==> src/chgs_pkg.sv <==
// Shared types and constants of the Graham-scan convex hull block.
package chgs_pkg;

  // Default sizes; the top level hands them down as parameters.
  localparam int unsigned MaxPointsDef = 64;
  localparam int unsigned CoordBitsDef = 16;

  // A hull needs at least this many points.
  localparam int unsigned HullMin = 3;

  // Controller states.
  typedef enum logic [5:0] {
    ST_LOAD,
    ST_ECHO_RD,
    ST_ECHO_EMIT,
    ST_BEST_RD,
    ST_BEST_UPD,
    ST_ORD_INIT,
    ST_SORT_RD,
    ST_SORT_PT,
    ST_SORT_LDA,
    ST_INS_CHK,
    ST_INS_RD,
    ST_INS_LDB,
    ST_INS_W1,
    ST_INS_W2,
    ST_INS_DEC,
    ST_DD_CHK,
    ST_DD_PT,
    ST_DD_LDA,
    ST_DD_NEXT,
    ST_DD_PT2,
    ST_DD_LDB,
    ST_DD_W1,
    ST_DD_W2,
    ST_DD_DEC,
    ST_DEGEN,
    ST_CP_RD,
    ST_CP_WR,
    ST_SC_CHK,
    ST_SC_PT,
    ST_SC_LDB,
    ST_SC_TOP,
    ST_SC_PT0,
    ST_SC_LDO,
    ST_SC_PT1,
    ST_SC_LDA,
    ST_SC_W1,
    ST_SC_W2,
    ST_SC_DEC,
    ST_OUT_RD,
    ST_OUT_PT,
    ST_OUT_EMIT,
    ST_DONE
  } state_e;

  // Source of the point store read address.
  typedef enum logic [1:0] {
    PA_CMD,
    PA_ORD,
    PA_STK
  } pt_sel_e;

  // Source of the order store write data.
  typedef enum logic [1:0] {
    OW_INIT,
    OW_V,
    OW_W,
    OW_U
  } ow_sel_e;

  // Source of the hull stack write data.
  typedef enum logic {
    SW_ORD,
    SW_V
  } sw_sel_e;

  // Commands from the controller to the datapath.
  typedef struct packed {
    logic    pt_we;
    logic    pt_re;
    pt_sel_e pt_sel;
    logic    ord_we;
    logic    ord_re;
    ow_sel_e ow_sel;
    logic    stk_we;
    logic    stk_re;
    sw_sel_e sw_sel;
    logic    best_step;
    logic    best_first;
    logic    ld_o_best;
    logic    ld_o;
    logic    ld_a;
    logic    ld_b;
    logic    a_from_b;
    logic    v_ld;
    logic    w_ld;
    logic    u_ld;
    logic    u_from_w;
    logic    emit;
    logic    emit_zero;
    logic    emit_last;
    logic    emit_ovf;
  } cmd_t;

  // Status from the datapath to the controller.
  typedef struct packed {
    logic cross_gt;
    logic cross_eq;
    logic dist_lt;
    logic out_full;
  } stat_t;

endpackage

==> src/chgs_ctrl.sv <==
// Controller: loads a set, then sequences search, sort, dedupe, scan and output, or echoes a set too small for a hull.
module chgs_ctrl import chgs_pkg::*; #(
  parameter int unsigned MAX_POINTS = MaxPointsDef,
  localparam int unsigned IW = $clog2(MAX_POINTS),
  localparam int unsigned CW = $clog2(MAX_POINTS + 1)
) (
  input  logic          clk_i,
  input  logic          rst_ni,
  input  logic          in_valid_i,
  output logic          in_ready_o,
  input  logic          last_point_i,
  input  stat_t         stat_i,
  output cmd_t          cmd_o,
  output logic [IW-1:0] pt_addr_o,
  output logic [IW-1:0] ord_addr_o,
  output logic [IW-1:0] stk_addr_o
);

  localparam logic [CW-1:0] One  = CW'(1);
  localparam logic [CW-1:0] Two  = CW'(2);
  localparam logic [CW-1:0] Hmin = CW'(HullMin);
  localparam logic [CW-1:0] Cap  = CW'(MAX_POINTS);

  state_e        state_q, state_d;
  logic [CW-1:0] cnt_q, cnt_d, i_q, i_d, j_q, j_d, m_q, m_d, sp_q, sp_d;
  logic          ovf_q, ovf_d;
  logic          take, has_room, precedes;
  logic [CW-1:0] n_next;

  assign take     = (state_q == ST_LOAD) && in_valid_i;
  assign has_room = cnt_q < Cap;
  assign n_next   = has_room ? cnt_q + One : cnt_q;
  assign precedes = stat_i.cross_eq ? stat_i.dist_lt : stat_i.cross_gt;

  // Next state.
  always_comb begin
    state_d = state_q;
    unique case (state_q)
      ST_LOAD: begin
        if (take && last_point_i) begin
          state_d = (n_next < Hmin) ? ST_ECHO_RD : ST_BEST_RD;
        end
      end
      ST_ECHO_RD:   state_d = ST_ECHO_EMIT;
      ST_ECHO_EMIT: begin
        if (!stat_i.out_full) begin
          state_d = (i_q + One == cnt_q) ? ST_DONE : ST_ECHO_RD;
        end
      end
      ST_BEST_RD:  state_d = ST_BEST_UPD;
      ST_BEST_UPD: state_d = (i_q + One == cnt_q) ? ST_ORD_INIT : ST_BEST_RD;
      ST_ORD_INIT: state_d = (i_q + One == cnt_q) ? ST_SORT_RD : ST_ORD_INIT;
      ST_SORT_RD:  state_d = (i_q >= cnt_q) ? ST_DD_CHK : ST_SORT_PT;
      ST_SORT_PT:  state_d = ST_SORT_LDA;
      ST_SORT_LDA: state_d = ST_INS_CHK;
      ST_INS_CHK:  state_d = (j_q <= One) ? ST_SORT_RD : ST_INS_RD;
      ST_INS_RD:   state_d = ST_INS_LDB;
      ST_INS_LDB:  state_d = ST_INS_W1;
      ST_INS_W1:   state_d = ST_INS_W2;
      ST_INS_W2:   state_d = ST_INS_DEC;
      ST_INS_DEC:  state_d = precedes ? ST_INS_CHK : ST_SORT_RD;
      ST_DD_CHK: begin
        if (i_q >= cnt_q) begin
          state_d = (m_q < Hmin) ? ST_DEGEN : ST_CP_RD;
        end else begin
          state_d = ST_DD_PT;
        end
      end
      ST_DD_PT:   state_d = ST_DD_LDA;
      ST_DD_LDA:  state_d = ST_DD_NEXT;
      ST_DD_NEXT: state_d = (i_q + One >= cnt_q) ? ST_DD_CHK : ST_DD_PT2;
      ST_DD_PT2:  state_d = ST_DD_LDB;
      ST_DD_LDB:  state_d = ST_DD_W1;
      ST_DD_W1:   state_d = ST_DD_W2;
      ST_DD_W2:   state_d = ST_DD_DEC;
      ST_DD_DEC:  state_d = stat_i.cross_eq ? ST_DD_NEXT : ST_DD_CHK;
      ST_DEGEN: begin
        if (!stat_i.out_full) begin
          state_d = ST_DONE;
        end
      end
      ST_CP_RD:  state_d = ST_CP_WR;
      ST_CP_WR:  state_d = (i_q == Two) ? ST_SC_CHK : ST_CP_RD;
      ST_SC_CHK: state_d = (i_q >= m_q) ? ST_OUT_RD : ST_SC_PT;
      ST_SC_PT:  state_d = ST_SC_LDB;
      ST_SC_LDB: state_d = ST_SC_TOP;
      ST_SC_TOP: state_d = (sp_q <= One) ? ST_SC_CHK : ST_SC_PT0;
      ST_SC_PT0: state_d = ST_SC_LDO;
      ST_SC_LDO: state_d = ST_SC_PT1;
      ST_SC_PT1: state_d = ST_SC_LDA;
      ST_SC_LDA: state_d = ST_SC_W1;
      ST_SC_W1:  state_d = ST_SC_W2;
      ST_SC_W2:  state_d = ST_SC_DEC;
      ST_SC_DEC: state_d = stat_i.cross_gt ? ST_SC_CHK : ST_SC_TOP;
      ST_OUT_RD: state_d = ST_OUT_PT;
      ST_OUT_PT: state_d = ST_OUT_EMIT;
      ST_OUT_EMIT: begin
        if (!stat_i.out_full) begin
          state_d = (i_q + One == sp_q) ? ST_DONE : ST_OUT_RD;
        end
      end
      ST_DONE: state_d = ST_LOAD;
      default: state_d = ST_LOAD;
    endcase
  end

  // Commands and addresses.
  always_comb begin
    cmd_o      = '0;
    in_ready_o = 1'b0;
    pt_addr_o  = IW'(i_q);
    ord_addr_o = IW'(i_q);
    stk_addr_o = IW'(i_q);
    cmd_o.emit_ovf = ovf_q;
    unique case (state_q)
      ST_LOAD: begin
        in_ready_o   = 1'b1;
        pt_addr_o    = IW'(cnt_q);
        cmd_o.pt_we  = take && has_room;
      end
      ST_ECHO_RD, ST_BEST_RD, ST_OUT_PT: begin
        cmd_o.pt_re  = 1'b1;
        cmd_o.pt_sel = (state_q == ST_OUT_PT) ? PA_STK : PA_CMD;
      end
      ST_ECHO_EMIT: begin
        cmd_o.emit      = !stat_i.out_full;
        cmd_o.emit_last = (i_q + One == cnt_q);
      end
      ST_BEST_UPD: begin
        cmd_o.best_step  = 1'b1;
        cmd_o.best_first = (i_q == '0);
      end
      ST_ORD_INIT: begin
        cmd_o.ord_we    = 1'b1;
        cmd_o.ow_sel    = OW_INIT;
        cmd_o.ld_o_best = 1'b1;
      end
      ST_SORT_RD, ST_DD_CHK: begin
        cmd_o.ord_re = (i_q < cnt_q);
      end
      ST_SORT_PT, ST_SC_PT: begin
        cmd_o.v_ld   = 1'b1;
        cmd_o.pt_re  = 1'b1;
        cmd_o.pt_sel = PA_ORD;
      end
      ST_SORT_LDA, ST_DD_LDA, ST_SC_LDA: begin
        cmd_o.ld_a = 1'b1;
      end
      ST_INS_CHK: begin
        if (j_q <= One) begin
          ord_addr_o   = IW'(j_q);
          cmd_o.ord_we = 1'b1;
          cmd_o.ow_sel = OW_V;
        end else begin
          ord_addr_o   = IW'(j_q - One);
          cmd_o.ord_re = 1'b1;
        end
      end
      ST_INS_RD, ST_DD_PT2: begin
        cmd_o.w_ld   = 1'b1;
        cmd_o.pt_re  = 1'b1;
        cmd_o.pt_sel = PA_ORD;
      end
      ST_INS_LDB, ST_DD_LDB, ST_SC_LDB: begin
        cmd_o.ld_b = 1'b1;
      end
      ST_INS_DEC: begin
        ord_addr_o   = IW'(j_q);
        cmd_o.ord_we = 1'b1;
        cmd_o.ow_sel = precedes ? OW_W : OW_V;
      end
      ST_DD_PT: begin
        cmd_o.u_ld   = 1'b1;
        cmd_o.pt_re  = 1'b1;
        cmd_o.pt_sel = PA_ORD;
      end
      ST_DD_NEXT: begin
        if (i_q + One >= cnt_q) begin
          ord_addr_o   = IW'(m_q);
          cmd_o.ord_we = 1'b1;
          cmd_o.ow_sel = OW_U;
        end else begin
          ord_addr_o   = IW'(i_q + One);
          cmd_o.ord_re = 1'b1;
        end
      end
      ST_DD_DEC: begin
        if (stat_i.cross_eq) begin
          cmd_o.u_from_w = 1'b1;
          cmd_o.a_from_b = 1'b1;
        end else begin
          ord_addr_o   = IW'(m_q);
          cmd_o.ord_we = 1'b1;
          cmd_o.ow_sel = OW_U;
        end
      end
      ST_DEGEN: begin
        cmd_o.emit      = !stat_i.out_full;
        cmd_o.emit_zero = 1'b1;
        cmd_o.emit_last = 1'b1;
      end
      ST_CP_RD, ST_SC_CHK: begin
        cmd_o.ord_re = 1'b1;
      end
      ST_CP_WR: begin
        cmd_o.stk_we = 1'b1;
        cmd_o.sw_sel = SW_ORD;
      end
      ST_SC_TOP: begin
        if (sp_q <= One) begin
          stk_addr_o   = IW'(sp_q);
          cmd_o.stk_we = 1'b1;
          cmd_o.sw_sel = SW_V;
        end else begin
          stk_addr_o   = IW'(sp_q - Two);
          cmd_o.stk_re = 1'b1;
        end
      end
      ST_SC_PT0, ST_SC_PT1: begin
        cmd_o.pt_re  = 1'b1;
        cmd_o.pt_sel = PA_STK;
      end
      ST_SC_LDO: begin
        cmd_o.ld_o   = 1'b1;
        stk_addr_o   = IW'(sp_q - One);
        cmd_o.stk_re = 1'b1;
      end
      ST_SC_DEC: begin
        stk_addr_o   = IW'(sp_q);
        cmd_o.stk_we = stat_i.cross_gt;
        cmd_o.sw_sel = SW_V;
      end
      ST_OUT_RD: begin
        cmd_o.stk_re = 1'b1;
      end
      ST_OUT_EMIT: begin
        cmd_o.emit      = !stat_i.out_full;
        cmd_o.emit_last = (i_q + One == sp_q);
      end
      default: begin
        cmd_o.emit = 1'b0;
      end
    endcase
  end

  // Loop counters.
  always_comb begin
    cnt_d = cnt_q;
    ovf_d = ovf_q;
    i_d   = i_q;
    j_d   = j_q;
    m_d   = m_q;
    sp_d  = sp_q;
    unique case (state_q)
      ST_LOAD: begin
        if (take) begin
          cnt_d = n_next;
          ovf_d = ovf_q | ~has_room;
          i_d   = '0;
        end
      end
      ST_ECHO_EMIT, ST_OUT_EMIT: begin
        if (!stat_i.out_full) begin
          i_d = i_q + One;
        end
      end
      ST_BEST_UPD: i_d = (i_q + One == cnt_q) ? '0 : i_q + One;
      ST_ORD_INIT: i_d = (i_q + One == cnt_q) ? Two : i_q + One;
      ST_SORT_RD: begin
        j_d = i_q;
        if (i_q >= cnt_q) begin
          i_d = One;
          m_d = One;
        end
      end
      ST_INS_CHK: begin
        if (j_q <= One) begin
          i_d = i_q + One;
        end
      end
      ST_INS_DEC: begin
        if (precedes) begin
          j_d = j_q - One;
        end else begin
          i_d = i_q + One;
        end
      end
      ST_DD_CHK: begin
        if (i_q >= cnt_q) begin
          i_d = '0;
        end
      end
      ST_DD_NEXT: begin
        if (i_q + One >= cnt_q) begin
          m_d = m_q + One;
          i_d = i_q + One;
        end
      end
      ST_DD_DEC: begin
        i_d = i_q + One;
        if (!stat_i.cross_eq) begin
          m_d = m_q + One;
        end
      end
      ST_CP_WR: begin
        i_d = i_q + One;
        if (i_q == Two) begin
          sp_d = Hmin;
        end
      end
      ST_SC_CHK: begin
        if (i_q >= m_q) begin
          i_d = '0;
        end
      end
      ST_SC_TOP: begin
        if (sp_q <= One) begin
          sp_d = sp_q + One;
          i_d  = i_q + One;
        end
      end
      ST_SC_DEC: begin
        if (stat_i.cross_gt) begin
          sp_d = sp_q + One;
          i_d  = i_q + One;
        end else begin
          sp_d = sp_q - One;
        end
      end
      ST_DONE: begin
        cnt_d = '0;
        ovf_d = 1'b0;
      end
      default: begin
        cnt_d = cnt_q;
      end
    endcase
  end

  always_ff @(posedge clk_i or negedge rst_ni) begin
    if (!rst_ni) begin
      state_q <= ST_LOAD;
      cnt_q   <= '0;
      ovf_q   <= 1'b0;
      i_q     <= '0;
      j_q     <= '0;
      m_q     <= '0;
      sp_q    <= '0;
    end else begin
      state_q <= state_d;
      cnt_q   <= cnt_d;
      ovf_q   <= ovf_d;
      i_q     <= i_d;
      j_q     <= j_d;
      m_q     <= m_d;
      sp_q    <= sp_d;
    end
  end

endmodule

==> config.mk <==
export PLATFORM = sky130hd
export DESIGN_NAME = chgs_ctrl
export DESIGN_NICKNAME = d
export VERILOG_FILES = /design/src/chgs_pkg.sv /design/src/chgs_ctrl.sv
export SDC_FILE = /design/constraint.sdc
export NUM_CORES = 1
export LEC_CHECK = 0
export ABC_AREA = 1
export BUFFER_PORTS_ARGS = -buffer_cell sky130_fd_sc_hd__buf_4
export CAP_MARGIN = 0
export CORE_MARGIN = 1
export CORE_UTILIZATION = 61
export DETAILED_ROUTE_END_ITERATION = 16
export GPL_ROUTABILITY_DRIVEN = 0
export PLACE_DENSITY = 0.87
export SLEW_MARGIN = 30
export SYNTH_ARGS = -nofsm -noshare
export SYNTH_HDL_FRONTEND = slang
export SYNTH_SLANG_ARGS = --single-unit
export TNS_END_PERCENT = 10
==> constraint.sdc <==
create_clock -name clk_i -period 3.1 [get_ports clk_i]
set_clock_uncertainty 0.05 [all_clocks]
set_input_delay 0.155 -clock clk_i [delete_from_list [all_inputs] [get_ports clk_i]]
set_output_delay 0.155 -clock clk_i [all_outputs]
set_load 0.02 [all_outputs]
; Yosys cells after proc, flatten, opt, wreduce, memory -nomap -nowiden
; Index checks and enable logic that the tools add are counted.
[op_classes]
n_mux = 90
eq_ne = 61
n_reduce_logical = 31
n_addsub = 7
n_lt_le_gt_ge = 9
bitwise = 2
[op_table]
columns = operator, count
row1 = $pmux W6 S41, 1
row2 = $mux W7, 20
row3 = $eq A6 B5 Y1 const B, 16
row4 = $pmux W7 S13, 1
row5 = $mux W6, 11
row6 = $eq A6 B6 Y1 const B, 10
row7 = $eq A6 B4 Y1 const B, 8
row8 = $pmux W7 S3, 2
row9 = $ne A2 B2 Y1 const B, 16
row10 = $add A7 B1 Y7 const B, 4
row11 = $pmux W7 S2, 2
row12 = $eq A6 B3 Y1 const B, 4
row13 = $mux W1, 24
row14 = $pmux W6 S4, 1
row15 = $ge A7 B7 Y1, 3
row16 = $mux W4, 5
row17 = $pmux W6 S3, 1
row18 = $reduce_or A2 Y1, 9
row19 = $mux W2, 8
row20 = $eq A7 B7 Y1, 2
row21 = $le A7 B1 Y1 const B, 2
row22 = $lt A7 B2 Y1 const B, 2
row23 = $sub A7 B1 Y7 const B, 2
row24 = $reduce_bool A13 Y1, 1
row25 = other kinds (28), 45
[totals]
output_inout_bits = 45
input_bits = 8
register_bits = 42
elab_cells = 207

; Longest topological paths before layout
[depth]
depth_word = 6
ltp_mapped = 20
depth_no_buf = 20

; Worst setup path before layout
; OpenSTA, ideal clock, no wires.
[synth_timing]
path_type = reg-to-output
from = reg i_q[1]
to = out ord_addr_o[2]
t_required_ps = 2895
path_buffers = 0
arrival_time_ps = 2547
stages_incl_launch_ff = 16
slack_ps = 348
cell_sequence = dfrtp_1 -> ha_1 -> nand2_1 -> nor2_1 -> nand3_1 -> nand2_1 -> inv_1 -> ha_1 -> nand2_1 -> nor2_1 -> nand3_1 -> nand3_1 -> nand2_1 -> nand2_1 -> inv_1 -> o211ai_1
[synth_between]
elab_chain_len = 4
[synth_rtl]
columns = element, line_no
row1 = start: declaration, chgs_ctrl.sv:25  ; logic [CW-1:0] cnt_q, cnt_d, i_q, i_d, j_q, j_d, m_q, m_d, sp_q, sp_d;
row2 = start signal: assignment, chgs_ctrl.sv:353  ; i_q <= i_d;
row3 = $add A7 B1 Y7 (*), chgs_ctrl.sv:178  ; if (i_q + One >= cnt_q) begin
row4 = $ge A7 B7 Y1, chgs_ctrl.sv:178
row5 = $mux W6 (*), chgs_ctrl.sv:178
row6 = $pmux W6 S4 (*), chgs_ctrl.sv:115  ; unique case (state_q)
row7 = end: declaration, chgs_ctrl.sv:15  ; output logic [IW-1:0] ord_addr_o,
; Mark *: on every way between the ends. The rest lies on a longest branch, timed or not.

; Worst setup path after layout
[layout_timing]
from = reg i_q[1]
to = out ord_addr_o[3]
; Same word-level chain as after synthesis.

==> out/metrics.cfg <==
[run_status]
result_of_the_run = finished, violations left
failing_checks = setup timing

[clocking]
cts.reportedPaths.clkPinSlew_ps = 100
clockRootBuffer = sky130_fd_sc_hd__clkbuf_8
cts_tree = yes
cts.path.max_buffers = 2
cts_made_buffers = 5
clock_tree.htree_level_count = 2
insertion_delay_ps = 310
clock-sinks = 42

[critical_path]
critical_path.cell_chain = ha_2, nand2_2, nor2_4, nand3_2, nand2_2, inv_2, ha_4, nand2_4, o21a_1, nand4_1, inv_1, a21oi_2, o211ai_1, buf_4
max_stage_delay_ps = 420
worst_setup_end_kind = primary output
worst_ep_arrival_time_ps = 3070
worst-endpoint-required_ps = 2890
reg2regPathDepth = 16
worst_path_dominant_cell_family = simple AND/OR/NAND/NOR gates
cp_num_cells = 14
cp_max_fo = 5
highest_delay_cell_along_the_critical_path = sky130_fd_sc_hd__dfrtp_1
crit_path_frequent_cell = sky130_fd_sc_hd__nand2_2
critPathLaunchType = flip-flop
cp-startpoint = i_q[1]
startpoint_of_the_worst_slack_reg_to_reg_timing_path = i_q[1]
worst-path-buf-inv = 3
critPathKind = reg -> out

[min_path]
hold_path.class = in -> reg
instance_count_along_the_most_critical_hold_path = 3
hold_start = stat_i[0]

[global_route]
first_global_vias = 5380
grt.total_usage = 0.3868
grt_pass1_wl_mm = 25.53
grt_max_degree = 43
antenna_found_initial = 0
overflow = 0

[timing]
finalWorstPathRequiredPeriod_ps = 3279
setup_repair_after_global_routing_missed_its_margin = true
report.final.hold_viol_count = 0
slew_headroom = 0.6114
worst-slew-pin-transition_ps = 583.0
fmax_ghz = 0.3049
fin_crit_sh = 1.058
setup_total_negative_slack_ps = -1062
finalHoldWorstSlack_ps = 66.38
report.final.slew_viol_count = 0
timing.final.setup_violations = 9
setup_slack_ps = -179.5

[floorplan]
horiz_die_dim_um = 90.64
coreArea_um2 = 7408
io_pins = 53
placement_rows = 31
die_h_um = 90.64
initial_utilization = 0.6469
die_area_um2 = 8215

[yosys]
seq_area_frac_synth = 0.2193
postSynth.topFlopCell = sky130_fd_sc_hd__dfrtp_1
post_synthesis_async_set_or_reset_flop_share = 1.000
ys_warn_count = 0
synthCells = 787
synth_top_cell_by_area = sky130_fd_sc_hd__dfrtp_1
ys_types = 40
synth.cell_area_um2 = 4792
post_synth.cell_area_avg_um2 = 6.089
ys_top_cells_by_area = sky130_fd_sc_hd__dfrtp_1 (22%), sky130_fd_sc_hd__nand2_1 (19%), sky130_fd_sc_hd__ha_1 (8.9%), sky130_fd_sc_hd__nand3_1 (8.1%), sky130_fd_sc_hd__inv_1 (7.4%)
mappedNetlistNets = 829
post_synth_edffs = 0
synth_largest_type_area_fraction = 0.2193
yosys_register_bits = 42

[finish]
drive_above_1_share = 0.1787
area_delta_synth_final_pct = 19.58
mostFrequentLayoutCells = sky130_fd_sc_hd__nand2_1 (229), sky130_fd_sc_hd__inv_1 (90), sky130_fd_sc_hd__nor2_1 (84), sky130_fd_sc_hd__buf_4 (77), sky130_fd_sc_hd__nand3_1 (74)
final-instance-count-excl-fill = 955
insertedDiodeCount = 0
final_util = 0.7735
total_nets_final = 897
most_common_cell_after_layout_fill_and_taps_aside = sky130_fd_sc_hd__nand2_1

[route]
viasPerCell = 6.347
routed-via-count = 6061
drtAntennaViolNets = 0
route.detailed.drc = 0
detail_route.wl_per_cell_um = 17.82
drt-initial-drc-count = 881
drt_first_pass_iters = 7
totalWireLength_mm = 17.02

[placement]
post_placement_cell_count = 930
port_buffers = 52
post-dp-hpwl_mm = 11.96

[job]
cap_viol_max_count = 0

[power]
p_per_area_nw_per_um2 = 683.4
design_power_total_mw = 3.916
vdd_ir_drop_max_mv = 0.4118
cellLeakagePower_nw = 3.258

cells in the mapped netlist, types with 8 or more instances:
cell / n
sky130_fd_sc_hd__nor3_1: 9
sky130_fd_sc_hd__nand4_1: 18
sky130_fd_sc_hd__dfrtp_1: 42
sky130_fd_sc_hd__ha_1: 34
sky130_fd_sc_hd__nand2_1: 240
sky130_fd_sc_hd__nor2_2: 8
sky130_fd_sc_hd__o22ai_1: 12
sky130_fd_sc_hd__o21ai_0: 45
sky130_fd_sc_hd__nand3_1: 78
sky130_fd_sc_hd__nor2_1: 88
sky130_fd_sc_hd__xor2_1: 19
sky130_fd_sc_hd__a21oi_1: 23
sky130_fd_sc_hd__buf_2: 9
sky130_fd_sc_hd__inv_1: 94
sky130_fd_sc_hd__clkbuf_1: 8
sky130_fd_sc_hd__o211ai_1: 11
state kept, by name, indices dropped and copies added (netlist names):
| register | count |
|---|---|
| cnt_q | 7 |
| state_q | 6 |
| m_q | 7 |
| j_q | 7 |
| i_q | 7 |
| ovf_q | 1 |
| sp_q | 7 |
cells by family (layout without fill, tap and decap cells):
kind of cell / Yosys count / in the layout / synth area share
and+or+nand+nor: 462 / 462 / 0.4225
buffers and inverters: 122 / 191 / 0.1010
AOI/OAI and AO/OA: 106 / 106 / 0.1300
DFF: 42 / 42 / 0.2193
adders and majority gates: 34 / 34 / 0.08877
xor gates and xnor gates: 21 / 21 / 0.03838
final cells by class:
type | count | area, µm²
fillers | 561 | 1678
well taps | 99 | 123.9
clock buffers | 6 | 82.58
repair buffers | 82 | 633.1
clock inverters | 2 | 60.06
flip-flops and latches | 42 | 1051
multi-input cells | 623 | 3396
inverters | 101 | 384.1
stage by stage:
step | area, µm² | setup slack [ps]
2_1_floorplan | 4792 | 348.4
3_3_place_gp | 5299 | 231.1
3_5_place_dp | 5299 | -20.04
4_1_cts | 5513 | 5.270
5_1_grt | 5731 | -323.5
6_report | 5731 | -179.5
per-layer routing:
layer | share of wire | GRT usage | up-vias
li1 | - | - | 2708
met1 | 0.36 | 0.4979 | 2694
met2 | 0.44 | 0.5985 | 520
met3 | 0.14 | 0.09428 | 139
met4 | 0.059 | 0.2016 | 0
met5 | 0 | 0 | -
final timing paths:
kind,endpoint,slack [ps]
setup reg to reg,m_q[4],80
max in group asynchronous,sp_q[1],2270
hold reg to reg,ovf_q,460
hold / removal,state_q[4],70
min in group asynchronous,cnt_q[3],330
setup / recovery,ord_addr_o[3],-180
worst min-delay path: stages:
cell and delay [ps]:
sky130_fd_sc_hd__buf_4 110, sky130_fd_sc_hd__nand2_1 50, sky130_fd_sc_hd__nand3_1 70
what timing repair did:
action                                  CTS  global route
hold endpoints to repair                 42             0
resized for setup                        11            33
pin swaps                                 3            12
setup buffers                             4            12
hold buffers                              1             0
endpoints found under the setup margin   10            10
power breakdown:
group          switching [mW]  internal [mW]
logic                    1.75          0.822
registers               0.147          0.637
clock network           0.220          0.344
No activity file was read; power rests on OpenSTA's default activity.
